--- config.mk ---
export PLATFORM = sky130hd
export DESIGN_NAME = quad_attitude_cascade_pid_mixer_top
export DESIGN_NICKNAME = d
export VERILOG_FILES = /design/src/rtl/core/qacpm_pkg.sv /design/src/rtl/core/qacpm_regs.sv /design/src/rtl/core/qacpm_mac.sv /design/src/rtl/core/qacpm_seq.sv /design/src/rtl/core/quad_attitude_cascade_pid_mixer_top.sv
export SDC_FILE = /design/constraint.sdc
export NUM_CORES = 2
export LEC_CHECK = 0
export BUFFER_PORTS_ARGS = -buffer_cell sky130_fd_sc_hd__buf_2
export CAP_MARGIN = 20
export CORE_UTILIZATION = 60
export DETAILED_ROUTE_END_ITERATION = 10
export HOLD_SLACK_MARGIN = 0.15
export PLACE_DENSITY = 0.77
export SLEW_MARGIN = 10
export SYNTH_ARGS = -nofsm -noshare
export SYNTH_HDL_FRONTEND = slang
export SYNTH_SLANG_ARGS = --single-unit
--- constraint.sdc ---
create_clock -name aclk -period 16.8 [get_ports aclk]
set_input_delay 2.52 -clock aclk [delete_from_list [all_inputs] [get_ports aclk]]
set_output_delay 2.52 -clock aclk [all_outputs]
set_load 0.05 [all_outputs]
--- src/rtl/core/qacpm_pkg.sv ---
package qacpm_pkg;

    // register map, word index into the APB window
    localparam logic [2:0] REG_TRIM_PITCH = 3'd0;
    localparam logic [2:0] REG_TRIM_ROLL  = 3'd1;
    localparam logic [2:0] REG_OUTER_KP   = 3'd2;
    localparam logic [2:0] REG_OUTER_KI   = 3'd3;
    localparam logic [2:0] REG_INNER_KP   = 3'd4;
    localparam logic [2:0] REG_INNER_KI   = 3'd5;
    localparam logic [2:0] REG_INNER_KD   = 3'd6;
    localparam logic [2:0] REG_YAW_KP     = 3'd7;

    localparam logic [17:0] OUTER_KP_RST = 18'd143360;
    localparam logic [17:0] OUTER_KI_RST = 18'd41;
    localparam logic [17:0] INNER_KP_RST = 18'd1229;
    localparam logic [17:0] INNER_KI_RST = 18'd41;
    localparam logic [17:0] INNER_KD_RST = 18'd36864;
    localparam logic [17:0] YAW_KP_RST   = 18'd20480;

    localparam int A_W   = 26;
    localparam int B_W   = 30;
    localparam int ACC_W = 58;

    // reciprocals with 32 fraction bits, rounded up
    localparam logic [B_W-1:0] RECIP_131 = 30'd32786010;
    localparam logic [B_W-1:0] RECIP_7   = 30'd613566757;
    localparam logic [B_W-1:0] YAW_KI    = 30'd819;
    localparam logic [B_W-1:0] YAW_KD    = 30'd16384;

    localparam logic signed [17:0] INT_LIM  = 18'sd128000;
    localparam logic signed [10:0] AXIS_LIM = 11'sd1000;

    typedef struct packed {
        logic signed [16:0] trim_pitch;
        logic signed [16:0] trim_roll;
        logic [17:0]        outer_kp;
        logic [17:0]        outer_ki;
        logic [17:0]        inner_kp;
        logic [17:0]        inner_ki;
        logic [17:0]        inner_kd;
        logic [17:0]        yaw_kp;
    } cfg_t;

    typedef struct packed {
        logic mul_en;
        logic acc_en;
        logic clr;
    } mac_ctl_t;

    function automatic logic signed [17:0] sat_int(input logic signed [27:0] v);
        if (v > 28'(INT_LIM))
            return INT_LIM;
        else if (v < -28'(INT_LIM))
            return -INT_LIM;
        else
            return v[17:0];
    endfunction

    function automatic logic signed [10:0] sat_axis(input logic signed [25:0] v);
        if (v > 26'(AXIS_LIM))
            return AXIS_LIM;
        else if (v < -26'(AXIS_LIM))
            return -AXIS_LIM;
        else
            return v[10:0];
    endfunction

    function automatic logic [9:0] clamp_pwm(input logic signed [21:0] v);
        if (v > 22'sd1000)
            return 10'd1000;
        else if (v < 22'sd0)
            return 10'd0;
        else
            return v[9:0];
    endfunction

endpackage

--- src/rtl/core/qacpm_regs.sv ---
module qacpm_regs (
    input  logic                 aclk,
    input  logic                 aresetn,
    input  logic                 psel,
    input  logic                 penable,
    input  logic                 pwrite,
    input  logic [4:0]           paddr,
    input  logic [31:0]          pwdata,
    output logic [31:0]          prdata,
    output qacpm_pkg::cfg_t      cfg
);
    qacpm_pkg::cfg_t cfg_reg, cfg_next;
    logic [2:0] idx;

    assign idx = paddr[4:2];
    assign cfg = cfg_reg;

    always_comb begin
        cfg_next = cfg_reg;
        if (psel && penable && pwrite) begin
            case (idx)
                qacpm_pkg::REG_TRIM_PITCH: cfg_next.trim_pitch = pwdata[16:0];
                qacpm_pkg::REG_TRIM_ROLL:  cfg_next.trim_roll  = pwdata[16:0];
                qacpm_pkg::REG_OUTER_KP:   cfg_next.outer_kp   = pwdata[17:0];
                qacpm_pkg::REG_OUTER_KI:   cfg_next.outer_ki   = pwdata[17:0];
                qacpm_pkg::REG_INNER_KP:   cfg_next.inner_kp   = pwdata[17:0];
                qacpm_pkg::REG_INNER_KI:   cfg_next.inner_ki   = pwdata[17:0];
                qacpm_pkg::REG_INNER_KD:   cfg_next.inner_kd   = pwdata[17:0];
                qacpm_pkg::REG_YAW_KP:     cfg_next.yaw_kp     = pwdata[17:0];
                default: cfg_next = cfg_reg;
            endcase
        end
    end

    always_comb begin
        case (idx)
            qacpm_pkg::REG_TRIM_PITCH: prdata = {15'd0, cfg_reg.trim_pitch};
            qacpm_pkg::REG_TRIM_ROLL:  prdata = {15'd0, cfg_reg.trim_roll};
            qacpm_pkg::REG_OUTER_KP:   prdata = {14'd0, cfg_reg.outer_kp};
            qacpm_pkg::REG_OUTER_KI:   prdata = {14'd0, cfg_reg.outer_ki};
            qacpm_pkg::REG_INNER_KP:   prdata = {14'd0, cfg_reg.inner_kp};
            qacpm_pkg::REG_INNER_KI:   prdata = {14'd0, cfg_reg.inner_ki};
            qacpm_pkg::REG_INNER_KD:   prdata = {14'd0, cfg_reg.inner_kd};
            qacpm_pkg::REG_YAW_KP:     prdata = {14'd0, cfg_reg.yaw_kp};
            default:                   prdata = 32'd0;
        endcase
    end

    always_ff @(posedge aclk) begin
        if (!aresetn) begin
            cfg_reg.trim_pitch <= '0;
            cfg_reg.trim_roll  <= '0;
            cfg_reg.outer_kp   <= qacpm_pkg::OUTER_KP_RST;
            cfg_reg.outer_ki   <= qacpm_pkg::OUTER_KI_RST;
            cfg_reg.inner_kp   <= qacpm_pkg::INNER_KP_RST;
            cfg_reg.inner_ki   <= qacpm_pkg::INNER_KI_RST;
            cfg_reg.inner_kd   <= qacpm_pkg::INNER_KD_RST;
            cfg_reg.yaw_kp     <= qacpm_pkg::YAW_KP_RST;
        end else begin
            cfg_reg <= cfg_next;
        end
    end
endmodule

--- src/rtl/core/qacpm_mac.sv ---
module qacpm_mac (
    input  logic                                   aclk,
    input  qacpm_pkg::mac_ctl_t                    ctl,
    input  logic signed [qacpm_pkg::A_W-1:0]       op_a,
    input  logic [qacpm_pkg::B_W-1:0]              op_b,
    output logic signed [qacpm_pkg::ACC_W-1:0]     acc
);
    logic signed [qacpm_pkg::A_W+qacpm_pkg::B_W:0] prod_reg, prod_next;
    logic signed [qacpm_pkg::ACC_W-1:0]            acc_reg, acc_next;

    // product registered before it reaches the adder
    assign prod_next = op_a * $signed({1'b0, op_b});

    always_comb begin
        acc_next = acc_reg;
        if (ctl.acc_en)
            acc_next = (ctl.clr ? '0 : acc_reg) + qacpm_pkg::ACC_W'(prod_reg);
    end

    always_ff @(posedge aclk) begin
        if (ctl.mul_en)
            prod_reg <= prod_next;
        acc_reg <= acc_next;
    end

    assign acc = acc_reg;
endmodule

--- src/rtl/core/qacpm_seq.sv ---
module qacpm_seq (
    input  logic                                aclk,
    input  logic                                aresetn,
    input  qacpm_pkg::cfg_t                     cfg,
    input  logic                                s_tvalid,
    output logic                                s_tready,
    input  logic [127:0]                        s_tdata,
    input  logic [0:0]                          s_tuser,
    output logic                                m_tvalid,
    input  logic                                m_tready,
    output logic [39:0]                         m_tdata,
    output logic [0:0]                          m_tuser,
    output qacpm_pkg::mac_ctl_t                 mac_ctl,
    output logic signed [qacpm_pkg::A_W-1:0]    op_a,
    output logic [qacpm_pkg::B_W-1:0]           op_b,
    input  logic signed [qacpm_pkg::ACC_W-1:0]  acc
);
    localparam logic [1:0] S_IDLE = 2'd0;
    localparam logic [1:0] S_RUN  = 2'd1;
    localparam logic [1:0] S_DONE = 2'd2;

    localparam logic [1:0] PH_MUL  = 2'd0;
    localparam logic [1:0] PH_ACC  = 2'd1;
    localparam logic [1:0] PH_POST = 2'd2;

    localparam logic [4:0] ST_RATE_X  = 5'd0;
    localparam logic [4:0] ST_RATE_Y  = 5'd1;
    localparam logic [4:0] ST_RATE_Z  = 5'd2;
    localparam logic [4:0] ST_ANG_1   = 5'd3;
    localparam logic [4:0] ST_ANG_2   = 5'd4;
    localparam logic [4:0] ST_OX_P    = 5'd5;
    localparam logic [4:0] ST_OX_I    = 5'd6;
    localparam logic [4:0] ST_IX_P    = 5'd7;
    localparam logic [4:0] ST_IX_I    = 5'd8;
    localparam logic [4:0] ST_IX_D    = 5'd9;
    localparam logic [4:0] ST_OY_P    = 5'd10;
    localparam logic [4:0] ST_OY_I    = 5'd11;
    localparam logic [4:0] ST_IY_P    = 5'd12;
    localparam logic [4:0] ST_IY_I    = 5'd13;
    localparam logic [4:0] ST_IY_D    = 5'd14;
    localparam logic [4:0] ST_YAW_P   = 5'd15;
    localparam logic [4:0] ST_YAW_I   = 5'd16;
    localparam logic [4:0] ST_YAW_D   = 5'd17;

    logic [1:0] state_reg, state_next;
    logic [4:0] step_reg, step_next;
    logic [1:0] phase_reg, phase_next;

    logic [7:0] seq_reg, b1_reg, b2_reg, b3_reg, b4_reg, prev_seq_reg;
    logic [6:0] loss_reg;
    logic [7:0] thr_reg;
    logic       lost_reg;

    logic signed [15:0] gx_reg, gy_reg, gz_reg;
    logic signed [16:0] pitch_reg, roll_reg;
    logic signed [17:0] rx_reg, ry_reg, rz_reg;
    logic signed [13:0] ang1_reg, ang2_reg;
    logic signed [25:0] o_reg;
    logic signed [10:0] px_reg, py_reg;
    logic signed [19:0] z_reg;
    logic signed [17:0] oint_x_reg, oint_y_reg, iint_x_reg, iint_y_reg, yint_reg;
    logic signed [17:0] prior_rx_reg, prior_ry_reg;
    logic signed [19:0] prior_e_reg;

    logic        out_valid_reg;
    logic [39:0] out_data_reg;
    logic        out_lost_reg;

    logic accept, arm, post, out_free;
    logic signed [18:0] ax, ay;
    logic signed [19:0] e;
    logic signed [8:0]  d1, d2, d3;

    // accept-cycle packet / link handling
    logic [7:0] nb0, nb1, nb2, nb3, nb4;
    logic [7:0] cnt;
    logic       lost_now;
    logic [6:0] loss_new;

    // rate and angle magnitudes for the reciprocal divides
    logic [15:0] mag_x, mag_y, mag_z;
    logic [7:0]  mag1, mag2;

    logic [17:0] q_rate;
    logic [12:0] q_ang;
    logic signed [qacpm_pkg::ACC_W-1:0] rnd12, rnd20;

    logic signed [21:0] m0, m1, m2, m3;
    logic [9:0]         thr4;

    assign accept   = s_tvalid && s_tready;
    assign s_tready = (state_reg == S_IDLE);
    assign arm      = thr_reg > 8'd20;
    assign post     = (state_reg == S_RUN) && (phase_reg == PH_POST);
    assign out_free = !out_valid_reg || m_tready;

    assign d1 = $signed({1'b0, b1_reg}) - 9'sd128;
    assign d2 = $signed({1'b0, b2_reg}) - 9'sd128;
    assign d3 = $signed({1'b0, b3_reg}) - 9'sd128;

    assign ax = 19'(pitch_reg) - 19'(ang1_reg) - 19'(cfg.trim_pitch);
    assign ay = 19'(roll_reg) + 19'(ang2_reg) - 19'(cfg.trim_roll);
    assign e  = 20'(rz_reg) - 20'($signed({d3, 8'd0}));

    assign mag_x = gx_reg[15] ? 16'(-17'(gx_reg)) : gx_reg;
    assign mag_y = gy_reg[15] ? 16'(-17'(gy_reg)) : gy_reg;
    assign mag_z = gz_reg[15] ? 16'(-17'(gz_reg)) : gz_reg;
    assign mag1  = d1[8] ? 8'(-d1) : d1[7:0];
    assign mag2  = d2[8] ? 8'(-d2) : d2[7:0];

    assign q_rate = {1'b0, acc[48:32]};
    assign q_ang  = acc[44:32];
    assign rnd12  = acc + qacpm_pkg::ACC_W'(2048);
    assign rnd20  = acc + qacpm_pkg::ACC_W'(524288);

    // packet store and failsafe
    always_comb begin
        nb0 = s_tuser[0] ? s_tdata[7:0]   : seq_reg;
        nb1 = s_tuser[0] ? s_tdata[15:8]  : b1_reg;
        nb2 = s_tuser[0] ? s_tdata[23:16] : b2_reg;
        nb3 = s_tuser[0] ? s_tdata[31:24] : b3_reg;
        nb4 = s_tuser[0] ? s_tdata[39:32] : b4_reg;
        cnt      = {1'b0, loss_reg} + 8'd1;
        lost_now = 1'b0;
        loss_new = 7'd0;
        if (nb0 == prev_seq_reg) begin
            loss_new = cnt[6:0];
            if (cnt[7]) begin
                lost_now = 1'b1;
                loss_new = 7'd120;
            end
        end
    end

    // operand selection
    always_comb begin
        op_a = '0;
        op_b = '0;
        mac_ctl.clr = 1'b0;
        case (step_reg)
            ST_RATE_X: begin
                op_a = qacpm_pkg::A_W'({mag_x, 9'd0} + 25'd65);
                op_b = qacpm_pkg::RECIP_131; mac_ctl.clr = 1'b1;
            end
            ST_RATE_Y: begin
                op_a = qacpm_pkg::A_W'({mag_y, 9'd0} + 25'd65);
                op_b = qacpm_pkg::RECIP_131; mac_ctl.clr = 1'b1;
            end
            ST_RATE_Z: begin
                op_a = qacpm_pkg::A_W'({mag_z, 9'd0} + 25'd65);
                op_b = qacpm_pkg::RECIP_131; mac_ctl.clr = 1'b1;
            end
            ST_ANG_1: begin
                op_a = qacpm_pkg::A_W'({mag1, 8'd0} + 16'd3);
                op_b = qacpm_pkg::RECIP_7; mac_ctl.clr = 1'b1;
            end
            ST_ANG_2: begin
                op_a = qacpm_pkg::A_W'({mag2, 8'd0} + 16'd3);
                op_b = qacpm_pkg::RECIP_7; mac_ctl.clr = 1'b1;
            end
            ST_OX_P: begin
                op_a = qacpm_pkg::A_W'(ax);
                op_b = qacpm_pkg::B_W'(cfg.outer_kp); mac_ctl.clr = 1'b1;
            end
            ST_OX_I: begin
                op_a = qacpm_pkg::A_W'(oint_x_reg);
                op_b = qacpm_pkg::B_W'(cfg.outer_ki);
            end
            ST_IX_P: begin
                op_a = qacpm_pkg::A_W'(ry_reg) + qacpm_pkg::A_W'(o_reg);
                op_b = qacpm_pkg::B_W'(cfg.inner_kp); mac_ctl.clr = 1'b1;
            end
            ST_IX_I: begin
                op_a = qacpm_pkg::A_W'(iint_x_reg);
                op_b = qacpm_pkg::B_W'(cfg.inner_ki);
            end
            ST_IX_D: begin
                op_a = qacpm_pkg::A_W'(ry_reg) - qacpm_pkg::A_W'(prior_ry_reg);
                op_b = qacpm_pkg::B_W'(cfg.inner_kd);
            end
            ST_OY_P: begin
                op_a = qacpm_pkg::A_W'(ay);
                op_b = qacpm_pkg::B_W'(cfg.outer_kp); mac_ctl.clr = 1'b1;
            end
            ST_OY_I: begin
                op_a = qacpm_pkg::A_W'(oint_y_reg);
                op_b = qacpm_pkg::B_W'(cfg.outer_ki);
            end
            ST_IY_P: begin
                op_a = qacpm_pkg::A_W'(rx_reg) + qacpm_pkg::A_W'(o_reg);
                op_b = qacpm_pkg::B_W'(cfg.inner_kp); mac_ctl.clr = 1'b1;
            end
            ST_IY_I: begin
                op_a = qacpm_pkg::A_W'(iint_y_reg);
                op_b = qacpm_pkg::B_W'(cfg.inner_ki);
            end
            ST_IY_D: begin
                op_a = qacpm_pkg::A_W'(rx_reg) - qacpm_pkg::A_W'(prior_rx_reg);
                op_b = qacpm_pkg::B_W'(cfg.inner_kd);
            end
            ST_YAW_P: begin
                op_a = qacpm_pkg::A_W'(e);
                op_b = qacpm_pkg::B_W'(cfg.yaw_kp); mac_ctl.clr = 1'b1;
            end
            ST_YAW_I: begin
                op_a = qacpm_pkg::A_W'(yint_reg);
                op_b = qacpm_pkg::YAW_KI;
            end
            ST_YAW_D: begin
                op_a = qacpm_pkg::A_W'(e) - qacpm_pkg::A_W'(prior_e_reg);
                op_b = qacpm_pkg::YAW_KD;
            end
            default: begin
                op_a = '0;
                op_b = '0;
            end
        endcase
        mac_ctl.mul_en = (state_reg == S_RUN) && (phase_reg == PH_MUL);
        mac_ctl.acc_en = (state_reg == S_RUN) && (phase_reg == PH_ACC);
    end

    // sequencer
    always_comb begin
        state_next = state_reg;
        step_next  = step_reg;
        phase_next = phase_reg;
        case (state_reg)
            S_IDLE: begin
                if (accept) begin
                    state_next = S_RUN;
                    step_next  = ST_RATE_X;
                    phase_next = PH_MUL;
                end
            end
            S_RUN: begin
                if (phase_reg == PH_POST) begin
                    phase_next = PH_MUL;
                    step_next  = step_reg + 5'd1;
                    if (step_reg == ST_YAW_D)
                        state_next = S_DONE;
                end else begin
                    phase_next = phase_reg + 2'd1;
                end
            end
            S_DONE: begin
                if (out_free)
                    state_next = S_IDLE;
            end
            default: state_next = S_IDLE;
        endcase
    end

    // motor mix
    assign thr4 = {thr_reg, 2'b00};
    assign m0 = 22'(thr4) - 22'(px_reg) + 22'(z_reg);
    assign m1 = 22'(thr4) - 22'(py_reg) - 22'(z_reg);
    assign m2 = 22'(thr4) + 22'(px_reg) + 22'(z_reg);
    assign m3 = 22'(thr4) + 22'(py_reg) - 22'(z_reg);

    always_ff @(posedge aclk) begin
        if (!aresetn) begin
            state_reg     <= S_IDLE;
            step_reg      <= ST_RATE_X;
            phase_reg     <= PH_MUL;
            seq_reg       <= '0;
            b1_reg        <= '0;
            b2_reg        <= '0;
            b3_reg        <= '0;
            b4_reg        <= '0;
            prev_seq_reg  <= '0;
            loss_reg      <= '0;
            oint_x_reg    <= '0;
            oint_y_reg    <= '0;
            iint_x_reg    <= '0;
            iint_y_reg    <= '0;
            yint_reg      <= '0;
            prior_rx_reg  <= '0;
            prior_ry_reg  <= '0;
            prior_e_reg   <= '0;
            out_valid_reg <= 1'b0;
        end else begin
            state_reg <= state_next;
            step_reg  <= step_next;
            phase_reg <= phase_next;

            if (accept) begin
                seq_reg      <= nb0;
                b1_reg       <= lost_now ? 8'd128 : nb1;
                b2_reg       <= lost_now ? 8'd128 : nb2;
                b3_reg       <= lost_now ? 8'd128 : nb3;
                b4_reg       <= (lost_now && nb4 != 8'd0) ? nb4 - 8'd1 : nb4;
                prev_seq_reg <= nb0;
                loss_reg     <= loss_new;
            end

            if (post) begin
                if (step_reg == ST_OX_P) begin
                    oint_x_reg <= arm ? qacpm_pkg::sat_int(28'(oint_x_reg) + 28'(ax)) : '0;
                    oint_y_reg <= arm ? qacpm_pkg::sat_int(28'(oint_y_reg) + 28'(ay)) : '0;
                    yint_reg   <= arm ? qacpm_pkg::sat_int(28'(yint_reg) + 28'(e)) : '0;
                end
                if (step_reg == ST_IX_P)
                    iint_x_reg <= arm ? qacpm_pkg::sat_int(28'(iint_x_reg) + 28'(ry_reg)
                                                          - 28'(o_reg)) : '0;
                if (step_reg == ST_IY_P)
                    iint_y_reg <= arm ? qacpm_pkg::sat_int(28'(iint_y_reg) + 28'(rx_reg)
                                                          - 28'(o_reg)) : '0;
            end

            if (state_reg == S_DONE && out_free) begin
                prior_rx_reg <= rx_reg;
                prior_ry_reg <= ry_reg;
                prior_e_reg  <= e;
                out_valid_reg <= 1'b1;
            end else if (m_tready) begin
                out_valid_reg <= 1'b0;
            end
        end
    end

    // payload registers
    always_ff @(posedge aclk) begin
        if (accept) begin
            thr_reg   <= nb4;
            lost_reg  <= lost_now;
            gx_reg    <= s_tdata[55:40];
            gy_reg    <= s_tdata[71:56];
            gz_reg    <= s_tdata[87:72];
            pitch_reg <= s_tdata[104:88];
            roll_reg  <= s_tdata[121:105];
        end
        if (post) begin
            case (step_reg)
                ST_RATE_X: rx_reg <= gx_reg[15] ? -q_rate : q_rate;
                ST_RATE_Y: ry_reg <= gy_reg[15] ? -q_rate : q_rate;
                ST_RATE_Z: rz_reg <= gz_reg[15] ? -q_rate : q_rate;
                ST_ANG_1:  ang1_reg <= d1[8] ? -14'(q_ang) : 14'(q_ang);
                ST_ANG_2:  ang2_reg <= d2[8] ? -14'(q_ang) : 14'(q_ang);
                ST_OX_I, ST_OY_I: o_reg <= rnd12[37:12];
                ST_IX_D:   px_reg <= qacpm_pkg::sat_axis(rnd20[45:20]);
                ST_IY_D:   py_reg <= qacpm_pkg::sat_axis(rnd20[45:20]);
                ST_YAW_D:  z_reg  <= rnd20[39:20];
                default: ;
            endcase
        end
        if (state_reg == S_DONE && out_free) begin
            out_lost_reg <= lost_reg;
            if (thr_reg < 8'd10)
                out_data_reg <= '0;
            else
                out_data_reg <= {qacpm_pkg::clamp_pwm(m3), qacpm_pkg::clamp_pwm(m2),
                                 qacpm_pkg::clamp_pwm(m1), qacpm_pkg::clamp_pwm(m0)};
        end
    end

    assign m_tvalid   = out_valid_reg;
    assign m_tdata    = out_data_reg;
    assign m_tuser[0] = out_lost_reg;
endmodule

--- src/rtl/core/quad_attitude_cascade_pid_mixer_top.sv ---
// Channel   Direction  Handshake            Payload
// s_        in         s_tvalid / s_tready  one control tick request (sensors + radio)
// m_        out        m_tvalid / m_tready  four motor PWM values + failsafe flag
// apb       in         psel/penable/pwrite  trims and loop gains, 8 words
//
// One request runs 18 multiply steps (multiply, accumulate, post phases) on the single
// shared multiply-accumulate unit, plus accept and result hand-over.
// Reset (aresetn low, synchronous) clears state, integrators and loads the default gains.
// A finished result sits in the output register; the next request is taken
// meanwhile and only waits at its last cycle if that result is still unread.
module quad_attitude_cascade_pid_mixer_top (
    input  logic         aclk,
    input  logic         aresetn,
    input  logic         s_tvalid,
    output logic         s_tready,
    // [7:0] packet_seq, [15:8] roll_stick, [23:16] pitch_stick, [31:24] yaw_stick,
    // [39:32] throttle_stick, [55:40] gyro_raw_x, [71:56] gyro_raw_y,
    // [87:72] gyro_raw_z, [104:88] pitch_estimate, [121:105] roll_estimate, rest zero
    input  logic [127:0] s_tdata,
    // [0] new_packet
    input  logic [0:0]   s_tuser,
    output logic         m_tvalid,
    input  logic         m_tready,
    // [9:0] motor_front_right, [19:10] motor_rear_left,
    // [29:20] motor_front_left, [39:30] motor_rear_right
    output logic [39:0]  m_tdata,
    // [0] link_lost
    output logic [0:0]   m_tuser,
    input  logic         psel,
    input  logic         penable,
    input  logic         pwrite,
    input  logic [4:0]   paddr,
    input  logic [31:0]  pwdata,
    output logic [31:0]  prdata,
    output logic         pready
);
    qacpm_pkg::cfg_t                          cfg;
    qacpm_pkg::mac_ctl_t                      mac_ctl;
    logic signed [qacpm_pkg::A_W-1:0]         op_a;
    logic [qacpm_pkg::B_W-1:0]                op_b;
    logic signed [qacpm_pkg::ACC_W-1:0]       acc;

    assign pready = 1'b1;

    // configuration registers
    qacpm_regs u_regs (
        .aclk    (aclk),
        .aresetn (aresetn),
        .psel    (psel),
        .penable (penable),
        .pwrite  (pwrite),
        .paddr   (paddr),
        .pwdata  (pwdata),
        .prdata  (prdata),
        .cfg     (cfg)
    );

    // shared multiply-accumulate
    qacpm_mac u_mac (
        .aclk (aclk),
        .ctl  (mac_ctl),
        .op_a (op_a),
        .op_b (op_b),
        .acc  (acc)
    );

    // sequencer, loop state and output register
    qacpm_seq u_seq (
        .aclk     (aclk),
        .aresetn  (aresetn),
        .cfg      (cfg),
        .s_tvalid (s_tvalid),
        .s_tready (s_tready),
        .s_tdata  (s_tdata),
        .s_tuser  (s_tuser),
        .m_tvalid (m_tvalid),
        .m_tready (m_tready),
        .m_tdata  (m_tdata),
        .m_tuser  (m_tuser),
        .mac_ctl  (mac_ctl),
        .op_a     (op_a),
        .op_b     (op_b),
        .acc      (acc)
    );
endmodule
==> results.md <==
- Status: complete, but fails checks
- Failing checks: design-rule violations
- Global-route wire length before repair: 374 mm
- Worst path buffer plus inverter count: 6
- Num rows: 129
- Post-Route WL: between 200 and 250 mm
- Peak VDD IR: 0.335 mV
- Synthesized cell area: 0.0751 mm2
- CP max-delay cell: a21o_1
- Crit path launch type: flop
- Nets: 10200
- Sw frac: 43.8%
- Clock Root Buffer: clkbuf_16
- # setup viols final: 0
- Internal Pwr Total: between 6 and 7 mW
- Post-CTS Hold Fix Bufs: 0
- Synth area leaders: fa_1 18%, edfxtp_1 15%, ha_1 11%
- Switching power: around 4.8 mW
- Top cell type's share of synthesized area: 17.7%
- Tmin final: 13.26 ns
- Clock power share: 17.4%
- Async S/R FF share, synth: 0%
- EDFF count, synth: 380
- Post-DP HPWL: between 150 and 200 mm
- Initial Util: 60.6%
- Worst setup path class: reg2reg
- Clk_lat worst skew: 0.71 ns
- Yosys cell types: 99
- Die W: 356 um
- Clk pin slew, worst setup/hold paths: 0.06 ns
- CP most frequent cell: fa_1
- Chip height: 356 um
- DR pass1 iterations: 11
- Sequential-to-total area share from yosys stat: approximately 24%
- Routed Antenna Nets: 0
- Number of buffers created by CTS: 85
- CP required: roughly 17 ns
- Combinational share of power: 61.6%
- YS warnings: 0
- Slew @ Worst Pin: 1.29 ns
- Place WS: roughly 3.9 ns
- Leakage: 36.0 nW
- Fin util: 65.3%
- Final WS setup: about 3.5 ns
- Crit path largest cell delay: 0.74 ns
- Slew headroom: 14.2%
- Register bit total from synthesis: 724
- Yosys top cell by area: fa_1
- Postcts setup bufs: 0
- Port Buf Inserts: 211
- Crit. End Element: flop
- Worst-path maximum fanout: 37
- Die ar.: 0.127 mm2
- Vias in the first global route: 63400
- Routed vias/inst: 6.25
- Routability congestion estimate from global placement: 1.02
- Core footprint: around 0.12 mm2
- Top_reg_cell synth: edfxtp_1
- Max FFs per register: 142
- Syn_area_per_cell: 8.70 um2
- CTS tree: yes
- Layout area overhead: 7.64%
- Hold WS: 0.431 ns
- Placed insts: 10300
- Setup TNS: 0 ns
- Initial detailed-routing violation count: 7398
- Final Max Slew Viols: 0
- Seq pwr share: 21.0%
- Pwr Density: 135 mW/mm2
- Largest net degree at the start of global routing: 83
- Hold Fails Final Rpt: 0
- Fin crit share: 78.9%
- Via count: 65200
- Sink Count: between 700 and 800
- Post_cts resized: 0
- Layout cells sized above 1: 6.69%
- Clock Tree Buf Depth: 3
- RSZ-0062 raised after global routing: false
- I/O Pins: 249
- CP delay by family, top: compound AO/OA/AOI/OAI gates
- Overall routing resource usage: 38.8%
- Dominant cell by count in the synthesized netlist: inv_1
- Arrival @ worst endpoint: 13.68 ns
- Cells after Synth: 8633
- # H-tree levels: 3
- Antenna violations before repair: 11
- Min-Delay Path Class: reg2reg
- List of most frequent post-synthesis cells: 1199 x inv_1, 1147 x nand2_1, 665 x fa_1
- Post-Layout Cell Count: 10400
- Fmax: approximately 0.075 GHz
- Max_cap viols: 0
- Wire per inst: 23.7 um
- Residual DRC: 50
- GRT overflow: 0
- Final Skew: 0.0389 ns
per-layer routing:
metal,GRT usage [%],up-vias,wire (um)
met5,0,-,56
met4,19.8,8,14500
met3,7.31,651,26200
met2,59.8,3438,109000
met1,52.0,31600,98100
li1,-,29500,-
final timing paths:
path	slack, ns	start	cells past startpoint	end
max	3.54	u_seq.step_reg[2]$_SDFFE_PN0P_	42	u_mac.prod_reg[42]$_DFFE_PP_
min reg2reg	0.43	u_seq.lost_reg$_DFFE_PP_	0	u_seq.m_tuser$_DFFE_PP_
min	0.43	u_seq.lost_reg$_DFFE_PP_	0	u_seq.m_tuser$_DFFE_PP_
max reg2reg	3.54	u_seq.step_reg[2]$_SDFFE_PN0P_	42	u_mac.prod_reg[42]$_DFFE_PP_
final cells by class:
| class | count | area (um2) |
|---|---|---|
| multi-input combinational | 6373 | 51200 |
| fill | 10300 | 43100 |
| sequential | 724 | 18300 |
| inverter | 1204 | 4530 |
| clock buffer | 113 | 2290 |
| tap | 1637 | 2050 |
| timing repair buffer | 339 | 2030 |
| clock inverter | 41 | 482 |
| antenna | 2 | 5.00 |
power groups by stage:
stage                     logic (mW)  clock network, mW  registers [mW]
after floorplan                 5.01                  0            2.31
after global placement          6.42                  0            2.33
after detailed placement        6.56                  0            2.33
after CTS                       6.63               1.91            2.29
after global routing            7.47               1.97            2.30
final                           6.72               1.90            2.30
cells by family (layout without fill, tap and decap cells):
logic type / count (synthesis) / count (layout) / share of synthesized area [%]
mux: 69 / 69 / 1.18
xor+xnor: 514 / 514 / 5.99
other cells: 2 / 17 / 0.00999
simple gates: 2600 / 2600 / 15.9
fa+ha+maj: 1301 / 1301 / 28.3
flops: 724 / 724 / 24.3
compound gates: 1874 / 1874 / 16.4
buf+inv: 1549 / 1697 / 7.86
through the flow:
stage	instance area [um2]	total power, mW
6_report	80900	10.9
3_3_place_gp	78000	8.74
3_5_place_dp	78000	8.89
4_1_cts	80800	10.8
2_1_floorplan	75200	7.32
5_1_grt	80900	11.7
placed cells by master, fill, tap and decap left out, types with 31 or more instances in the layout:
cell type,synthesis,layout
a211oi_1,53,48
a21o_1,138,138
a21oi_1,587,585
a221oi_1,41,40
a22o_1,46,46
a22oi_1,91,91
a31oi_1,67,66
and2_1,142,142
and3_1,77,77
buf_2,3,213
buf_4,16,123
clkbuf_16,0,86
dfxtp_1,344,344
edfxtp_1,380,380
fa_1,665,665
ha_1,636,635
inv_1,1199,1197
mux2i_1,36,36
nand2_1,1147,1147
nand2b_1,100,98
nand3_1,148,148
nand4_1,51,51
nor2_1,521,515
nor2b_1,71,71
nor3_1,117,109
nor4_1,35,32
o211ai_1,44,44
o21a_1,74,74
o21ai_0,276,273
o21ai_1,34,35
o21bai_1,55,55
o22ai_1,31,31
o31ai_1,41,41
or3_1,51,51
xnor2_1,327,327
xor2_1,187,187
worst register-to-register path, delay by kind of cell (launching register included):
family                   cells  cell delay, ns
buffers and inverters        6            0.53
XOR/XNOR                     2            0.24
AND/OR/NAND/NOR              7            2.15
flip-flops                   1            0.66
AO/OA/AOI/OAI               17            4.97
adder cells (fa/ha/maj)     10            4.42
Note: power is estimated with default switching activity, not from simulation.
